===== src/rtl/caldc_pkg.sv =====
// Shared types, constants and a calendar function for the calendar date counter.
package caldc_pkg;

  localparam logic FUNC_SET = 1'b0;
  localparam logic FUNC_ADV = 1'b1;

  localparam logic [2:0] ST_OK        = 3'd0;
  localparam logic [2:0] ST_BAD_MONTH = 3'd1;
  localparam logic [2:0] ST_BAD_YEAR  = 3'd2;
  localparam logic [2:0] ST_BAD_DAY   = 3'd3;
  localparam logic [2:0] ST_LIMIT     = 3'd4;

  localparam logic [11:0] YEAR_RESET   = 12'd1900;
  localparam logic [11:0] YEAR_MIN_SET = 12'd1900;
  localparam logic [11:0] YEAR_MID_SET = 12'd2000;
  localparam logic [11:0] YEAR_MAX_SET = 12'd2100;
  localparam logic [11:0] YEAR_LIMIT   = 12'd4095;

  localparam logic [3:0] MONTH_DEC = 4'd12;
  localparam logic [3:0] MONTH_FEB = 4'd2;
  localparam logic [4:0] FEB_LEAP  = 5'd29;

  // century index mod 4 for the years the set path can load
  localparam logic [1:0] CENT_1900 = 2'd3;
  localparam logic [1:0] CENT_2000 = 2'd0;
  localparam logic [1:0] CENT_2100 = 2'd1;
  localparam logic [6:0] LAST_YY   = 7'd99;

  // month 0 and codes above 12 read as 31 days
  localparam logic [4:0] MONTH_LEN [16] = '{
    5'd31, 5'd31, 5'd28, 5'd31, 5'd30, 5'd31, 5'd30, 5'd31,
    5'd31, 5'd30, 5'd31, 5'd30, 5'd31, 5'd31, 5'd31, 5'd31
  };

  typedef struct packed {
    logic        func;
    logic [3:0]  set_month;
    logic [4:0]  set_day;
    logic [11:0] set_year;
    logic [15:0] day_count;
  } item_t;

  typedef struct packed {
    logic accept;
    logic step;
  } cmd_t;

  typedef struct packed {
    logic first_done;
    logic run_done;
  } sts_t;

  function automatic logic [4:0] days_in(input logic [3:0] m, input logic leap);
    if (m == MONTH_FEB && leap) begin
      return FEB_LEAP;
    end
    return MONTH_LEN[m];
  endfunction

endpackage


===== src/rtl/caldc_if.sv =====
// Word channels of the calendar date counter: request and response.
interface caldc_req_if;
  logic        valid;
  logic        ready;
  logic        func;
  logic [3:0]  set_month;
  logic [4:0]  set_day;
  logic [11:0] set_year;
  logic [15:0] day_count;

  modport source (output valid, func, set_month, set_day, set_year, day_count,
                  input ready);
  modport sink (input valid, func, set_month, set_day, set_year, day_count,
                output ready);
endinterface

interface caldc_rsp_if;
  logic        valid;
  logic        ready;
  logic [3:0]  month;
  logic [4:0]  day;
  logic [11:0] year;
  logic [3:0]  prev_month;
  logic [4:0]  prev_day;
  logic [11:0] prev_year;
  logic [2:0]  status;

  modport source (output valid, month, day, year, prev_month, prev_day, prev_year,
                  status, input ready);
  modport sink (input valid, month, day, year, prev_month, prev_day, prev_year,
                status, output ready);
endinterface


===== src/rtl/caldc_dpath.sv =====
// Datapath: date registers, set checks, one-day stepper and remaining count.
module caldc_dpath
  import caldc_pkg::*;
(
  input  logic        clk,
  input  logic        rst,
  input  cmd_t        cmd,
  input  item_t       item,
  output sts_t        sts,
  output logic [3:0]  month,
  output logic [4:0]  day,
  output logic [11:0] year,
  output logic [3:0]  prev_month,
  output logic [4:0]  prev_day,
  output logic [11:0] prev_year,
  output logic [2:0]  status
);

  logic [6:0]  yy;        // year mod 100
  logic [1:0]  cent;      // century mod 4
  logic [15:0] rem;

  logic        leap_cur;
  logic [4:0]  len_cur;
  logic        month_end;
  logic        blocked;
  logic        do_step;

  logic        leap_set;
  logic [2:0]  set_status;
  logic [6:0]  set_yy;
  logic [1:0]  set_cent;
  logic [11:0] year_off;

  assign leap_cur  = (yy[1:0] == 2'd0) && ((yy != 7'd0) || (cent == 2'd0));
  assign len_cur   = days_in(month, leap_cur);
  assign month_end = (day >= len_cur);
  assign blocked   = month_end && (month >= MONTH_DEC) && (year == YEAR_LIMIT);
  assign do_step   = cmd.step ||
                     (cmd.accept && item.func == FUNC_ADV && item.day_count != 16'd0);

  assign leap_set = (item.set_year[1:0] == 2'd0) && (item.set_year != YEAR_MIN_SET) &&
                    (item.set_year != YEAR_MAX_SET);

  always_comb begin
    if (item.set_month == 4'd0 || item.set_month > MONTH_DEC) begin
      set_status = ST_BAD_MONTH;
    end else if (item.set_year < YEAR_MIN_SET || item.set_year > YEAR_MAX_SET) begin
      set_status = ST_BAD_YEAR;
    end else if (item.set_day == 5'd0 ||
                 item.set_day > days_in(item.set_month, leap_set)) begin
      set_status = ST_BAD_DAY;
    end else begin
      set_status = ST_OK;
    end
  end

  always_comb begin
    if (item.set_year >= YEAR_MAX_SET) begin
      year_off = item.set_year - YEAR_MAX_SET;
      set_cent = CENT_2100;
    end else if (item.set_year >= YEAR_MID_SET) begin
      year_off = item.set_year - YEAR_MID_SET;
      set_cent = CENT_2000;
    end else begin
      year_off = item.set_year - YEAR_MIN_SET;
      set_cent = CENT_1900;
    end
    set_yy = year_off[6:0];
  end

  assign sts.first_done = (item.func == FUNC_SET) || (item.day_count <= 16'd1) || blocked;
  assign sts.run_done   = (rem == 16'd1) || blocked;

  always_ff @(posedge clk) begin
    if (rst) begin
      month <= 4'd1;
      day   <= 5'd1;
      year  <= YEAR_RESET;
      yy    <= 7'd0;
      cent  <= CENT_1900;
    end else if (cmd.accept && item.func == FUNC_SET) begin
      if (set_status == ST_OK) begin
        month <= item.set_month;
        day   <= item.set_day;
        year  <= item.set_year;
        yy    <= set_yy;
        cent  <= set_cent;
      end
    end else if (do_step && !blocked) begin
      if (!month_end) begin
        day <= day + 5'd1;
      end else if (month < MONTH_DEC) begin
        month <= month + 4'd1;
        day   <= 5'd1;
      end else begin
        year  <= year + 12'd1;
        month <= 4'd1;
        day   <= 5'd1;
        if (yy == LAST_YY) begin
          yy   <= 7'd0;
          cent <= cent + 2'd1;
        end else begin
          yy <= yy + 7'd1;
        end
      end
    end
  end

  always_ff @(posedge clk) begin
    if (cmd.accept) begin
      prev_month <= month;
      prev_day   <= day;
      prev_year  <= year;
      rem        <= item.day_count - 16'd1;
      if (item.func == FUNC_SET) begin
        status <= set_status;
      end else if (do_step && blocked) begin
        status <= ST_LIMIT;
      end else begin
        status <= ST_OK;
      end
    end else if (cmd.step) begin
      rem <= rem - 16'd1;
      if (blocked) begin
        status <= ST_LIMIT;
      end
    end
  end

endmodule


===== src/rtl/caldc_ctrl.sv =====
// Controller: handshake, advance sequencing and result word valid.
module caldc_ctrl
  import caldc_pkg::*;
(
  input  logic clk,
  input  logic rst,
  input  logic req_valid,
  output logic req_ready,
  output logic rsp_valid,
  input  logic rsp_ready,
  input  sts_t sts,
  output cmd_t cmd
);

  localparam logic S_IDLE = 1'b0;
  localparam logic S_RUN  = 1'b1;

  logic state;
  logic state_next;
  logic rsp_valid_next;
  logic acc;

  assign req_ready  = (state == S_IDLE) && (!rsp_valid || rsp_ready);
  assign acc        = req_valid && req_ready;
  assign cmd.accept = acc;
  assign cmd.step   = (state == S_RUN);

  always_comb begin
    state_next     = state;
    rsp_valid_next = rsp_valid;
    if (rsp_valid && rsp_ready) begin
      rsp_valid_next = 1'b0;
    end
    case (state)
      S_IDLE: begin
        if (acc) begin
          if (sts.first_done) begin
            rsp_valid_next = 1'b1;
          end else begin
            state_next = S_RUN;
          end
        end
      end
      S_RUN: begin
        if (sts.run_done) begin
          state_next     = S_IDLE;
          rsp_valid_next = 1'b1;
        end
      end
      default: begin
        state_next = S_IDLE;
      end
    endcase
  end

  always_ff @(posedge clk) begin
    if (rst) begin
      state     <= S_IDLE;
      rsp_valid <= 1'b0;
    end else begin
      state     <= state_next;
      rsp_valid <= rsp_valid_next;
    end
  end

endmodule


===== src/rtl/calendar_date_counter_unit.sv =====
// Top level of the calendar date counter.
// Usage:
//   req carries one word per item: func 0 sets the date from set_month,
//   set_day and set_year after checking it; func 1 advances by day_count days.
//   rsp returns one word per item: the date after the item, the date before
//   it and a status code (ok, bad month, bad year, bad day, year limit).
// Sequencing:
//   A set, an advance by 0 or 1 day, or an advance blocked at 31 Dec 4095,
//   completes in the accept cycle; the response word is valid next cycle.
//   An advance by N days runs the one-day stepper once per cycle until N days
//   are stepped or 31 Dec 4095 is reached; no new request is taken meanwhile.
//   A new request is taken in the cycle its predecessor's response leaves.
// Reset:
//   rst clears the date to 1 Jan 1900 and drops any pending response.
// Stall:
//   While rsp is held off the response word stays stable and req.ready is low.
module calendar_date_counter_unit
  import caldc_pkg::*;
(
  input logic          clk,
  input logic          rst,
  caldc_req_if.sink    req,
  caldc_rsp_if.source  rsp
);

  item_t item;
  cmd_t  cmd;
  sts_t  sts;

  assign item.func      = req.func;
  assign item.set_month = req.set_month;
  assign item.set_day   = req.set_day;
  assign item.set_year  = req.set_year;
  assign item.day_count = req.day_count;

  caldc_ctrl u_ctrl (
    .clk       (clk),
    .rst       (rst),
    .req_valid (req.valid),
    .req_ready (req.ready),
    .rsp_valid (rsp.valid),
    .rsp_ready (rsp.ready),
    .sts       (sts),
    .cmd       (cmd)
  );

  caldc_dpath u_dpath (
    .clk        (clk),
    .rst        (rst),
    .cmd        (cmd),
    .item       (item),
    .sts        (sts),
    .month      (rsp.month),
    .day        (rsp.day),
    .year       (rsp.year),
    .prev_month (rsp.prev_month),
    .prev_day   (rsp.prev_day),
    .prev_year  (rsp.prev_year),
    .status     (rsp.status)
  );

endmodule


===== src/flat_wrapper.sv =====
// flat-port wrapper written by rule: the top's interface ports become plain ports
module calendar_date_counter_unit_flat import caldc_pkg::*;
  (clk, rst, req_valid, req_func, req_set_month, req_set_day, req_set_year, req_day_count, req_ready, rsp_valid, rsp_month, rsp_day, rsp_year, rsp_prev_month, rsp_prev_day, rsp_prev_year, rsp_status, rsp_ready);
  caldc_req_if req_i ();
  caldc_rsp_if rsp_i ();
  input logic clk;
  input logic rst;
  input wire logic [$bits(req_i.valid)-1:0] req_valid;
  input wire logic [$bits(req_i.func)-1:0] req_func;
  input wire logic [$bits(req_i.set_month)-1:0] req_set_month;
  input wire logic [$bits(req_i.set_day)-1:0] req_set_day;
  input wire logic [$bits(req_i.set_year)-1:0] req_set_year;
  input wire logic [$bits(req_i.day_count)-1:0] req_day_count;
  output wire logic [$bits(req_i.ready)-1:0] req_ready;
  output wire logic [$bits(rsp_i.valid)-1:0] rsp_valid;
  output wire logic [$bits(rsp_i.month)-1:0] rsp_month;
  output wire logic [$bits(rsp_i.day)-1:0] rsp_day;
  output wire logic [$bits(rsp_i.year)-1:0] rsp_year;
  output wire logic [$bits(rsp_i.prev_month)-1:0] rsp_prev_month;
  output wire logic [$bits(rsp_i.prev_day)-1:0] rsp_prev_day;
  output wire logic [$bits(rsp_i.prev_year)-1:0] rsp_prev_year;
  output wire logic [$bits(rsp_i.status)-1:0] rsp_status;
  input wire logic [$bits(rsp_i.ready)-1:0] rsp_ready;
  assign req_i.valid = req_valid;
  assign req_i.func = req_func;
  assign req_i.set_month = req_set_month;
  assign req_i.set_day = req_set_day;
  assign req_i.set_year = req_set_year;
  assign req_i.day_count = req_day_count;
  assign req_ready = req_i.ready;
  assign rsp_valid = rsp_i.valid;
  assign rsp_month = rsp_i.month;
  assign rsp_day = rsp_i.day;
  assign rsp_year = rsp_i.year;
  assign rsp_prev_month = rsp_i.prev_month;
  assign rsp_prev_day = rsp_i.prev_day;
  assign rsp_prev_year = rsp_i.prev_year;
  assign rsp_status = rsp_i.status;
  assign rsp_i.ready = rsp_ready;
  calendar_date_counter_unit u_core (.clk(clk), .rst(rst), .req(req_i), .rsp(rsp_i));
endmodule

===== config.mk =====
export PLATFORM = sky130hd
export DESIGN_NAME = calendar_date_counter_unit_flat
export DESIGN_NICKNAME = d
export VERILOG_FILES = /design/src/rtl/caldc_pkg.sv /design/src/rtl/caldc_if.sv /design/src/rtl/caldc_dpath.sv /design/src/rtl/caldc_ctrl.sv /design/src/rtl/calendar_date_counter_unit.sv /design/src/flat_wrapper.sv
export SDC_FILE = /design/constraint.sdc
export NUM_CORES = 1
export LEC_CHECK = 0
export CORE_ASPECT_RATIO = 1.4
export CORE_UTILIZATION = 64
export DETAILED_ROUTE_END_ITERATION = 12
export DONT_BUFFER_PORTS = 1
export GPL_ROUTABILITY_DRIVEN = 0
export GPL_TIMING_DRIVEN = 0
export PLACE_DENSITY = 0.85
export SYNTH_ARGS = -nofsm -noshare
export SYNTH_HDL_FRONTEND = slang
export SYNTH_HIERARCHICAL = 1
export SYNTH_SLANG_ARGS = --single-unit

===== constraint.sdc =====
create_clock -name clk -period 3.6 [get_ports clk]
set_input_delay 0.36 -clock clk [delete_from_list [all_inputs] [get_ports clk]]
set_output_delay 0.36 -clock clk [all_outputs]
set_load 0.02 [all_outputs]

==> impl_metrics.toml, run 1 <==
[sta]
timing.setup.tns_ps = 0
finalClockSkew_ps = 10.62
worst_pin_slew_ps = 767.7
setup_viol = 0
slew_headroom_pct = 48.51
rsz0062_at_grt = "no"
fin_crit_ps = 3391
max_freq_ghz = 0.2949
finalHoldViolations = 0
fin_ws_ps = 208.9
timing.final.crit_share_pct = 94.20
drv_slew = 0

[finish]
synthToLayoutAreaGrowth_pct = 6.541
final_cell_mix = "nand2_1 (59), nor2_1 (50), edfxtp_1 (40)"
drive_above_1_share_pct = 11.50
final_common_cell = "nand2_1"
finalNetCount = 608
fillerInstances = 547
antenna_cells = 0

[synth]
yosysUniqueCellTypes = 85
synth-async-reset-ratio_pct = 0
yosysWarnings = 6
synth_area_um2 = 4858
synthMuxAreaShare_pct = 1.030
synth_compound_area_share_pct = 21.25
synth-seq-area-share_pct = 37.91
ys_seq_elements = 72
yosys.area_share.simple_pct = 23.20
synth_ff_type = "edfxtp_1"
synth_adder_area_share_pct = 5.923
synth_area_per_cell_um2 = 9.132
synth-xor-area-share_pct = 5.408
synth-edff-count = 40
synth_top_family_by_area = "simple AND/OR/NAND/NOR gates"
synth_nets = 597
syn_inst = 532

[die]
initial_utilization_pct = 66.00
die_w_um = 75.64
row_count = 37
ios = 89
dieArea_um2 = 7948
fp.coreArea_um2 = 7361
chipHeight_um = 105.1

[grt]
antenna_found_initial = 0
track_usage_pct = 33.63
overflow = 0
grt_pass1_wl_um = 20020
grt_max_degree = 23
grt_pass1_vias = 4175

[critical_path]
crit_family = "compound AO/OA/AOI/OAI gates"
critPathBufInv = 2
end_kind = "flip-flop"
cp.arrival_ps = 3590
critical_path_class = "reg2reg"
cp_slowest_cell = "dfxtp_1"
reg2reg_from = "u_core/u_dpath/month[0]$_SDFFE_PP1P_"
startpoint = "u_core/u_dpath/month[0]$_SDFFE_PP1P_"
required_ps = 3800
crit_fanout = 10
start_kind = "flip-flop"
ff2ff_setup_slack_ps = 210
critPathMaxStageDelay_ps = 640
cp_cell_sequence = "inv_1, ha_1, a21boi_0, o31ai_1, ha_1, nand2b_1, a21oi_1, or4_4, o211a_2, nor2_4, buf_6, o31ai_1, nand3_1"

[route]
route.vias.total = 4289
vias_per_cell = 6.650
drc = 0
wl_um = 12620
dr.pass1.iters = 5
drt_iter0_drc = 398
ant_nets = 0
wl_per_cell_um = 19.57

[clock_network]
post_cts_buffers = 0
clock_latency_ps = 360
clock_path_buffers = 2
numCtsBuffers = 9
cts-root-buf = "clkbuf_8"
clkTransAtPathRegs_ps = 80
cts_tree = "built"
cts.sinks = 72
htreeDepth = 3

[placed_design]
pre_cts_ws_ps = 177.8
port_buffers = 0
dp_hpwl_um = 9187

[worst_hold_path]
hp-class = "in2reg"
min_from = "rst"

[job]
maxCapViolCount = 0

[pwr]
max-vdd-ir-drop_uv = 203.7
p_total_mw = 2.013
p_leak_nw = 1.814
powerDensity_nw_per_um2 = 388.9

[outcome]
outcome = "finished, final reports clean"
==> flip-flops by register name, indices dropped and copies added, names as in the netlist <==
| signal | count |
|---|---|
| u_core/u_dpath/yy | 7 |
| u_core/u_dpath/prev_year | 12 |
| u_core/u_ctrl/state | 1 |
| u_core/u_ctrl/rsp_valid | 1 |
| u_core/u_dpath/prev_month | 4 |
| u_core/u_dpath/status | 3 |
| u_core/u_dpath/year | 12 |
| u_core/u_dpath/rem | 16 |
| u_core/u_dpath/month | 4 |
| u_core/u_dpath/day | 5 |
| u_core/u_dpath/cent | 2 |
| u_core/u_dpath/prev_day | 5 |
==> report_power, final <==
group / internal [mW] / switching, mW / leakage (nW) / total, mW
sequential: 0.943 / 0.0862 / 0.628 / 1.03
clock: 0.336 / 0.300 / 0.100 / 0.636
combinational: 0.137 / 0.210 / 1.09 / 0.347
total: 1.42 / 0.597 / 1.81 / 2.01
==> synth_stat cells (3+ instances only) <==
library cell	count	area (µm²)
nor3_1	20	100.1
clkbuf_8	4	55.05
a2111oi_0	3	26.28
a21oi_1	27	135.1
nand2_1	59	221.5
nand3b_1	5	37.54
clkbuf_1	11	41.29
nor3b_1	4	30.03
buf_4	3	22.52
a211oi_1	3	22.52
o32ai_1	3	26.28
o22ai_1	5	31.28
a31oi_1	9	56.30
or2_2	3	18.77
edfxtp_1	40	1201
ha_1	23	287.8
or4_4	3	33.78
xor2_1	12	105.1
nor2_1	50	187.7
or4_1	5	37.54
xnor2_1	18	157.7
a21o_1	5	37.54
nor4_1	7	43.79
inv_1	22	82.58
dfxtp_1	32	640.6
nor2b_1	5	31.28
o211ai_1	9	67.56
buf_6	4	45.04
nand3_1	15	75.07
o31ai_1	4	30.03
and3_1	4	25.02
o21ai_0	32	160.2
nand4_1	3	18.77
nand2b_1	6	37.54
and2_1	3	18.77
mux2i_1	5	50.05
o21ai_2	5	43.79
a21oi_2	4	35.03
==> metal layers <==
metal | part of all wire, % | global-route usage [%] | vias up
li1 | - | - | 1994
met3 | 8.1 | 8.197 | 59
met5 | 0 | 0 | -
met1 | 36 | 37.29 | 1974
met4 | 4.9 | 21.96 | 0
met2 | 51 | 55.17 | 262
==> timing repair <==
action                     in CTS  in global routing
hold buffers                    0                  0
resized for setup               0                  2
setup endpoints to repair       0                 12
==> kinds of logic (layout without fill, tap and decap cells) <==
logic type      Yosys count  in the layout
buf+inv                  45             61
flops                    72             72
fa+ha+maj                23             23
simple gates            212            212
compound gates          145            145
mux                       5              5
xor+xnor                 30             30
==> cell type report <==
type                       count  area [µm²]  share of cell area (%)
buffer                        23       173.9                   3.360
clock inverter                 4       45.04                  0.8702
tap                           97       121.4                   2.345
multi-input combinational    415        2766                   53.44
sequential                    72        1842                   35.58
clock buffer                  12       145.1                   2.804
inverter                      22       82.58                   1.595
==> path summary, 6_finish.rpt <==
path                                               to  depth (start not counted)
hold / removal     u_core/u_ctrl/rsp_valid$_SDFF_PP0_                          1
setup / recovery  u_core/u_dpath/cent[0]$_SDFFE_PP1P_                         13
hold reg to reg     u_core/u_dpath/yy[6]$_SDFFE_PP0P_                          2
setup reg to reg  u_core/u_dpath/cent[0]$_SDFFE_PP1P_                         13
==> per-stage QoR <==
stage / cell area (µm²) / hold WS, ps / util [%] / cells
after floorplan: 4858 / 429.4 / - / 532
after global placement: 4980 / 435.0 / 67.65 / 629
after detailed placement: 4980 / 443.9 / 67.65 / 629
after CTS: 5170 / 69.69 / 70.24 / 645
after global routing: 5176 / 62.13 / 70.32 / 645
final: 5176 / 80.05 / 70.32 / 645
Power figures use the tool's default switching activity.
==> run 2: changes to the inputs <==
Settings changed: RECOVER_POWER from default to 100.
==> impl_metrics.toml, run 2 (synthesis gave the netlist of run 1 again) <==
[clock_network]
clkTransAtPathRegs_ps = 80
clock_path_buffers = 2
cts_hold_buf = 0
htreeDepth = 3
numCtsBuffers = 9
clock_latency_ps = 360
cts.sinks = 72
cts-root-buf = "clkbuf_8"
cts_tree = "built"

[route]
drc = 0
vias_per_cell = 6.775
wl_um = 12660
drt_iter0_drc = 302
dr.pass1.iters = 5
ant_nets = 0
route.vias.total = 4370
wl_per_cell_um = 19.63

[finish]
synthToLayoutAreaGrowth_pct = 4.893
multiInputGateArea_um2 = 2710
largest_register = "u_core/u_dpath/rem"
antenna_cells = 0
top_regs = "u_core/u_dpath/rem x16, u_core/u_dpath/prev_year x12, u_core/u_dpath/year x12"
final_common_cell = "nand2_1"
finalNetCount = 608
final_area_um2 = 5096
fillerInstances = 567
drive_above_1_share_pct = 9.307
stdcell_count = 645
final_cell_mix = "nand2_1 (59), nor2_1 (50), edfxtp_1 (40)"
final-seq-area_um2 = 1842
largest_reg_flops = 16

[critical_path]
crit_fanout = 10
start_kind = "flip-flop"
cp.arrival_ps = 3640
required_ps = 3800
critical_path_class = "reg2reg"
end_kind = "flip-flop"

[placed_design]
post-place-cells = 629
port_buffers = 0
placed_area_um2 = 4980
dp_hpwl_um = 9187
pre_cts_ws_ps = 177.8

[sta]
timing.setup.tns_ps = 0
max_freq_ghz = 0.2914
drv_slew = 0
whs_ps = 79.08
slew_headroom_pct = 22.91
rsz0062_at_grt = "no"
worst_pin_slew_ps = 1156
finalHoldViolations = 0
setup_viol = 0
timing.final.crit_share_pct = 95.34
finalClockSkew_ps = 10.07
fin_crit_ps = 3432
fin_ws_ps = 167.8

[grt]
antenna_found_initial = 0
overflow = 0
track_usage_pct = 33.63
grt_pass1_vias = 4175
grt_max_degree = 23
grt_pass1_wl_um = 20020

[pwr]
powerDensity_nw_per_um2 = 391.3
p_leak_nw = 1.792
max-vdd-ir-drop_uv = 198.3

[die]
row_count = 37
initial_utilization_pct = 66.00
dieArea_um2 = 7948
fp.coreArea_um2 = 7361
die_w_um = 75.64
ios = 89
chipHeight_um = 105.1

[worst_hold_path]
hp-class = "in2reg"

[outcome]
outcome = "finished, final reports clean"

[job]
maxCapViolCount = 0
## run 2: changes by cell type in the layout (fill, tap and decap cells not counted), sizes merged
cell | before | now
buf | 7 | 5
clkbuf | 27 | 29
## run 2: stage by stage
step | util [%] | power [mW]
4_1_cts | 70.24 | 2.013
3_3_place_gp | 67.65 | 1.368
3_5_place_dp | 67.65 | 1.384
2_1_floorplan | - | 1.297
5_1_grt | 69.23 | 2.075
6_report | 69.23 | 1.994
## run 2: critical path, stage by stage (launching register included)
cell	delay [ps]
dfxtp_1	650
inv_1	90
ha_1	230
a21boi_0	150
o31ai_1	250
ha_1	270
nand2b_1	160
a21oi_1	300
or4_4	240
o211a_1	320
nor2_4	70
buf_6	170
o31ai_1	250
nand3_1	120
## run 2: cell type report
cell class	count	share of cell area, %
plain buffers	23	2.946
clock buffers	12	2.848
clock inverters	4	0.8839
inverters	22	1.620
multi-input cells	415	53.18
flip-flops and latches	72	36.14
well taps	97	2.382
## run 2: repair_timing
action | 4_1_cts | 5_1_grt
setup endpoints to repair | 0 | 12
gates resized for setup | 0 | 2
setup buffers | 0 | 0
## run 2: layer usage
metal / part of all wire (%) / routed length (µm) / GRT usage, % / up-vias
met5: 0 / 0 / 0 / -
li1: - / - / - / 1994
met2: 50 / 6349 / 55.17 / 271
met4: 5.7 / 719 / 21.96 / 0
met1: 37 / 4642 / 37.29 / 2031
met3: 7.5 / 950 / 8.197 / 74
## run 2: final timing paths
kind                                        startpoint                                   to  slack, ps  cells past startpoint
setup / recovery  u_core/u_dpath/month[0]$_SDFFE_PP1P_  u_core/u_dpath/cent[0]$_SDFFE_PP1P_        170                     13
hold / removal                                     rst   u_core/u_ctrl/rsp_valid$_SDFF_PP0_         80                      1
setup reg to reg  u_core/u_dpath/month[0]$_SDFFE_PP1P_  u_core/u_dpath/cent[0]$_SDFFE_PP1P_        170                     13
hold reg to reg      u_core/u_dpath/yy[6]$_SDFFE_PP0P_    u_core/u_dpath/yy[6]$_SDFFE_PP0P_        520                      2
## run 2: report_power, final
group          total, mW  switching (mW)  leakage [nW]  internal (mW)
Clock              0.636           0.300         0.100          0.336
Combinational      0.331           0.204          1.06          0.127
Sequential          1.03          0.0831         0.628          0.944
Total               1.99           0.587          1.79           1.41
